[src/rtl/spq_pkg.sv]
// ----------------------------------------------------------------------------
// spq_pkg
// types and codes shared by the sorted priority queue modules
// ----------------------------------------------------------------------------
package spq_pkg;

	localparam int unsigned DATA_W  = 32;
	localparam int unsigned COUNT_W = 8;
	localparam int unsigned APB_AW  = 3;
	localparam int unsigned APB_DW  = 32;

	localparam logic       MODE_ENQ = 1'b0;
	localparam logic       MODE_DEQ = 1'b1;

	localparam logic [1:0] ST_OK        = 2'd0;
	localparam logic [1:0] ST_OVERFLOW  = 2'd1;
	localparam logic [1:0] ST_UNDERFLOW = 2'd2;

	localparam logic [APB_AW-1:0] ADDR_CAPACITY = 3'h0;
	localparam logic [7:0]        CAPACITY_RST  = 8'd128;

	typedef logic signed [DATA_W-1:0] spq_data_t;

	typedef struct packed {
		logic      enq;
		logic      deq;
		spq_data_t value;
	} spq_ctrl_t;

endpackage

[src/rtl/spq_cell.sv]
// ----------------------------------------------------------------------------
// spq_cell
// one slot of the sorted row: compares against the incoming word and
// shifts back on insert or forward on remove
// ----------------------------------------------------------------------------
module spq_cell
	import spq_pkg::*;
(
	input  logic      clk,
	input  spq_ctrl_t ctrl,
	input  logic      live,
	input  logic      left_take,
	input  spq_data_t left_value,
	input  spq_data_t right_value,
	output spq_data_t value_q,
	output logic      take
);

	// empty slot, or stored word not below the new one
	assign take = !live || (value_q >= ctrl.value);

	always_ff @(posedge clk) begin
		if (ctrl.enq && take) begin
			value_q <= left_take ? left_value : ctrl.value;
		end else if (ctrl.deq) begin
			value_q <= right_value;
		end
	end

endmodule

[config.mk]
export PLATFORM = sky130hd
export DESIGN_NAME = spq_cell
export DESIGN_NICKNAME = d
export VERILOG_FILES = /design/src/rtl/spq_pkg.sv /design/src/rtl/spq_cell.sv
export SDC_FILE = /design/constraint.sdc
export NUM_CORES = 1
export LEC_CHECK = 0
export BUFFER_PORTS_ARGS = -buffer_cell sky130_fd_sc_hd__buf_2
export CORE_ASPECT_RATIO = 0.5
export CORE_MARGIN = 3
export CORE_UTILIZATION = 40
export CTS_CLUSTER_SIZE = 20
export DETAILED_ROUTE_END_ITERATION = 8
export PLACE_DENSITY = 0.75
export REMOVE_ABC_BUFFERS = 1
export SLEW_MARGIN = 20
export SYNTH_ARGS = -nofsm -noshare
export SYNTH_HDL_FRONTEND = slang
export SYNTH_SLANG_ARGS = --single-unit
[constraint.sdc]
create_clock -name clk -period 3.01 [get_ports clk]
set_input_delay 0.602 -clock clk [delete_from_list [all_inputs] [get_ports clk]]
set_output_delay 0.602 -clock clk [all_outputs]
set_load 0.05 [all_outputs]
# After elaboration in Yosys (flattened, before gate mapping)

Index checks and enable logic that the tools add are counted.

Input port bits: 101
Word-level logic and storage cells: 9
Output and inout port bits: 33
Register bits after elaboration: 32

Muxes and demuxes: 3
Order comparisons: 1
Reduce and logical (&&, ||, !) cells: 4

Operators by type and width:

| operator          | number |
|---|---|
| $mux 32           | 3 |
| $ge 32x32->1      | 1 |
| $reduce_bool 2->1 | 1 |
| $logic_and 1x1->1 | 1 |
| $logic_not 1->1   | 1 |
| $logic_or 1x1->1  | 1 |

# Longest topological paths before layout

Depth after elaboration: 4
Mapped depth: 10
Gate-level depth less buffers: 9

# Least setup slack after synthesis

Ideal clock, no wire load.

Path type: flip-flop to flip-flop
Start point: register value_q[10]
End point: register value_q[0] (enable)
Path slack: -0.286 ns
Setup time: 0.375 ns
Data arrival time: 2.921 ns
Cell stages (with the launch flop): 10
Clock period less this slack: 3.296 ns
Path buffers: 1
Cell sequence: edfxtp_1 > ha_1 > and4_1 > nor4b_2 > inv_2 > o221ai_1 > a211oi_1 > a311oi_4 > buf_6 > or2_2

Cells in the longest elaborated chain, start to end: 4

RTL lines:

| what                               | RTL line       | source |
|---|---|---|
| start, declared                    | spq_cell.sv:15 | `output spq_data_t value_q,` |
| start signal, assigned             | spq_cell.sv:24 | `value_q <= left_take ? left_value : ctrl.value;` |
| start signal, assigned             | spq_cell.sv:26 | `value_q <= right_value;` |
| $ge 32x32->1                       | spq_cell.sv:20 | `assign take = !live \|\| (value_q >= ctrl.value);` |
| $logic_or 1x1->1                   | spq_cell.sv:20 |  |
| $logic_and 1x1->1                  | spq_cell.sv:23 | `if (ctrl.enq && take) begin` |
| $reduce_bool 2->1 (no source line) | n/a            |  |

Every way passes these cells.
A chain may end at the register's enable or synchronous reset.

# Worst setup path in the final report

Start point: input port ctrl[13] in the netlist's numbering
End point: register value_q[29] (data pin)

Cells in the longest elaborated chain, start to end: 4

RTL lines:

| what              | RTL line       | source |
|---|---|---|
| start, declared   | spq_cell.sv:10 | `input spq_ctrl_t ctrl,` |
| $ge 32x32->1      | spq_cell.sv:20 |  |
| $logic_or 1x1->1  | spq_cell.sv:20 |  |
| $logic_and 1x1->1 | spq_cell.sv:23 |  |
| $mux 32           | spq_cell.sv:23 |  |

Every way passes these cells.

==> flow_summary.toml <==
[layout]
syn_to_final_growth_pct = 48.9
top_register = "value_q"
drive_gt1_frac = 0.498
layout.nets = 546
reg_top3 = "value_q x32"
largest_reg_flops = 32
fill_cells = 512
diodes = 0

[global_route]
grt_pass1_wl_um = 11100
grt_max_degree = 42
antenna_found_initial = 0
grt_pass1_vias = 2421
overflow = 0
track_usage = 0.185

[floorplanning]
dieArea_mm2 = 0.00740
die_w_um = 119
core_mm2 = 0.00580
rows = 19
start_util = 0.438
die_h_um = 62.3
num_io_pins = 134

[route]
vias_per_cell = 4.98
drc = 0
ant_nets = 0
route.vias.total = 2481
finalWirelength_um = 7830
avgRoutedWirePerCell_um = 15.7
drt_iter0_drc = 105
first_pass_iters = 4

[logic_synthesis]
synth_edf_count = 32
yosys.area.top_type = "edfxtp_1"
synthCells = 261
netlist_area_mm2 = 0.00254
synth_seq_area_share = 0.379
synth.area.top_cells = "edfxtp_1, ha_1, mux2_1"
synthFlopType = "edfxtp_1"
synth_top_area_frac = 0.379
async_reset_ff_frac = 0
ys.warnings.count = 0
ys_ff_latch = 32
syn_avg_cell_area_um2 = 9.73
post-synth-top-count-cell = "nand2_1"
ys_types = 27
ys_top_cells_by_count = "nand2_1, inv_1, o21ai_0, edfxtp_1, ha_1"

[clocking]
h-tree-depth = 2
cts-root-buf = "clkbuf_16"
cts_inserted_buffers = 5
cts_tree = "yes"
cts_buffer_depth = 2
clk-insertion-delay-late_ns = 0.28
clock-sinks = 32
cts_hold_buf = 0
path_clk_slew_ns = 0.06

[setup_path]
cp_data_arrival_time_ns = 3.08
end_kind = "flop"
path_max_fanout = 6
worstSetupPathType = "in -> reg"
startpoint_type = "input port"
worstPathRequired_ns = 3.03

[timing]
min_period_ns = 3.05
worst_slack_ns = -0.0421
tightest_slew_ns = 0.655
hold_viol = 0
fin_skew_ns = 0.00825
grt_setup_unrepaired = "yes"
clock.fmax_ghz = 0.328
finalSetupViolations = 30
slew_violations = 0
worst_hold_slack_ns = 0.622
maxSlewHeadroom = 0.563
fin_crit_sh = 1.01

[pwr]
peakVddDrop_uv = 305
leakage_uw = 0.00195
power_density_mw_per_mm2 = 529

[run_status]
violations = "negative setup slack"
outcome = "finished with violations"

[worst_hold_path]
hold_class = "in -> reg"

[run]
timing.max_cap.violations = 0

[place]
portBuffers = 133
post-dp-hpwl_um = 5790
gp_congestion = 0.774
place_ws_ns = -0.281
[per-stage QoR]
stage / area [µm²] / setup TNS (ns) / instances / utilization / total power [µW]
after floorplan: 2480 / -46.12 / 251 / - / 1130
after global placement: 3380 / -9.11 / 486 / 0.583 / 1370
after detailed placement: 3380 / -12.67 / 486 / 0.583 / 1390
after CTS: 3540 / 0 / 495 / 0.611 / 1880
after global routing: 3780 / -7.46 / 498 / 0.652 / 2090
final: 3780 / -0.891 / 498 / 0.652 / 2000
[power by group]
group	internal (µW)	switching (µW)	total, µW	leakage, µW
clock network	300	184	484	0.0000710
logic	352	542	894	0.00156
registers	582	39.4	621	0.000325
[layout make-up]
cell class                 instances  area, µm²  share of cell area
multi-input combinational        182       1560               0.413
sequential                        32        961               0.254
timing repair buffer             155        875               0.231
inverter                          37        139              0.0367
clock buffer                       5        125              0.0331
tap                               84        105              0.0278
clock inverter                     3       13.8             0.00364
[timing repair]
item | in CTS | in global routing
endpoints found under the setup margin | 3 | 65
pin swaps | 3 | 14
gates resized for setup | 2 | 53
setup buffers | 1 | 3
[cells in the final DEF (no fill, tap or decap), drive strengths merged, types with 3 or more instances in the layout]
cell type	n
nor2	3
a21oi	15
ha	32
clkinv	3
nand2	42
nand3	3
mux2	33
o21ai	34
inv	37
nand4	5
edfxtp	32
buf	155
a211oi	3
clkbuf	5
[logic make-up after synthesis]
| logic type | after synthesis | share of synthesized area |
|---|---|---|
| and+or+nand+nor | 58 | 0.104 |
| buffers and inverters | 47 | 0.0784 |
| xor gates and xnor gates | 1 | 0.00345 |
| muxes | 33 | 0.146 |
| DFF | 32 | 0.379 |
| adders and majority gates | 32 | 0.158 |
| AOI/OAI and AO/OA | 58 | 0.131 |
[worst max-delay path: stages]
cell,delay [ns]
buf_2,0.07
inv_1,0.05
ha_1,0.30
nand4_1,0.21
nor4b_4,0.36
buf_4,0.19
a31oi_4,0.10
buf_6,0.16
a311oi_4,0.48
buf_6,0.23
mux2_4,0.31
[metal layers]
layer,vias to the layer above,share of wire,track usage
met5,-,0,0
met4,0,0.010,0.0519
met3,10,0.058,0.0381
met2,85,0.51,0.323
met1,1154,0.42,0.234
li1,1232,-,-
[worst paths after layout]
kind | slack, ns | end | depth (start not counted) | from
setup / recovery | -0.04 | value_q[29] | 11 | ctrl[13]
hold / removal | 0.62 | value_q[4] | 2 | right_value[4]
setup reg to reg | -0.03 | value_q[29] | 9 | value_q[15]
hold reg to reg | 1.48 | value_q[12] | 7 | value_q[31]
No activity file was read; power rests on OpenSTA's default activity.
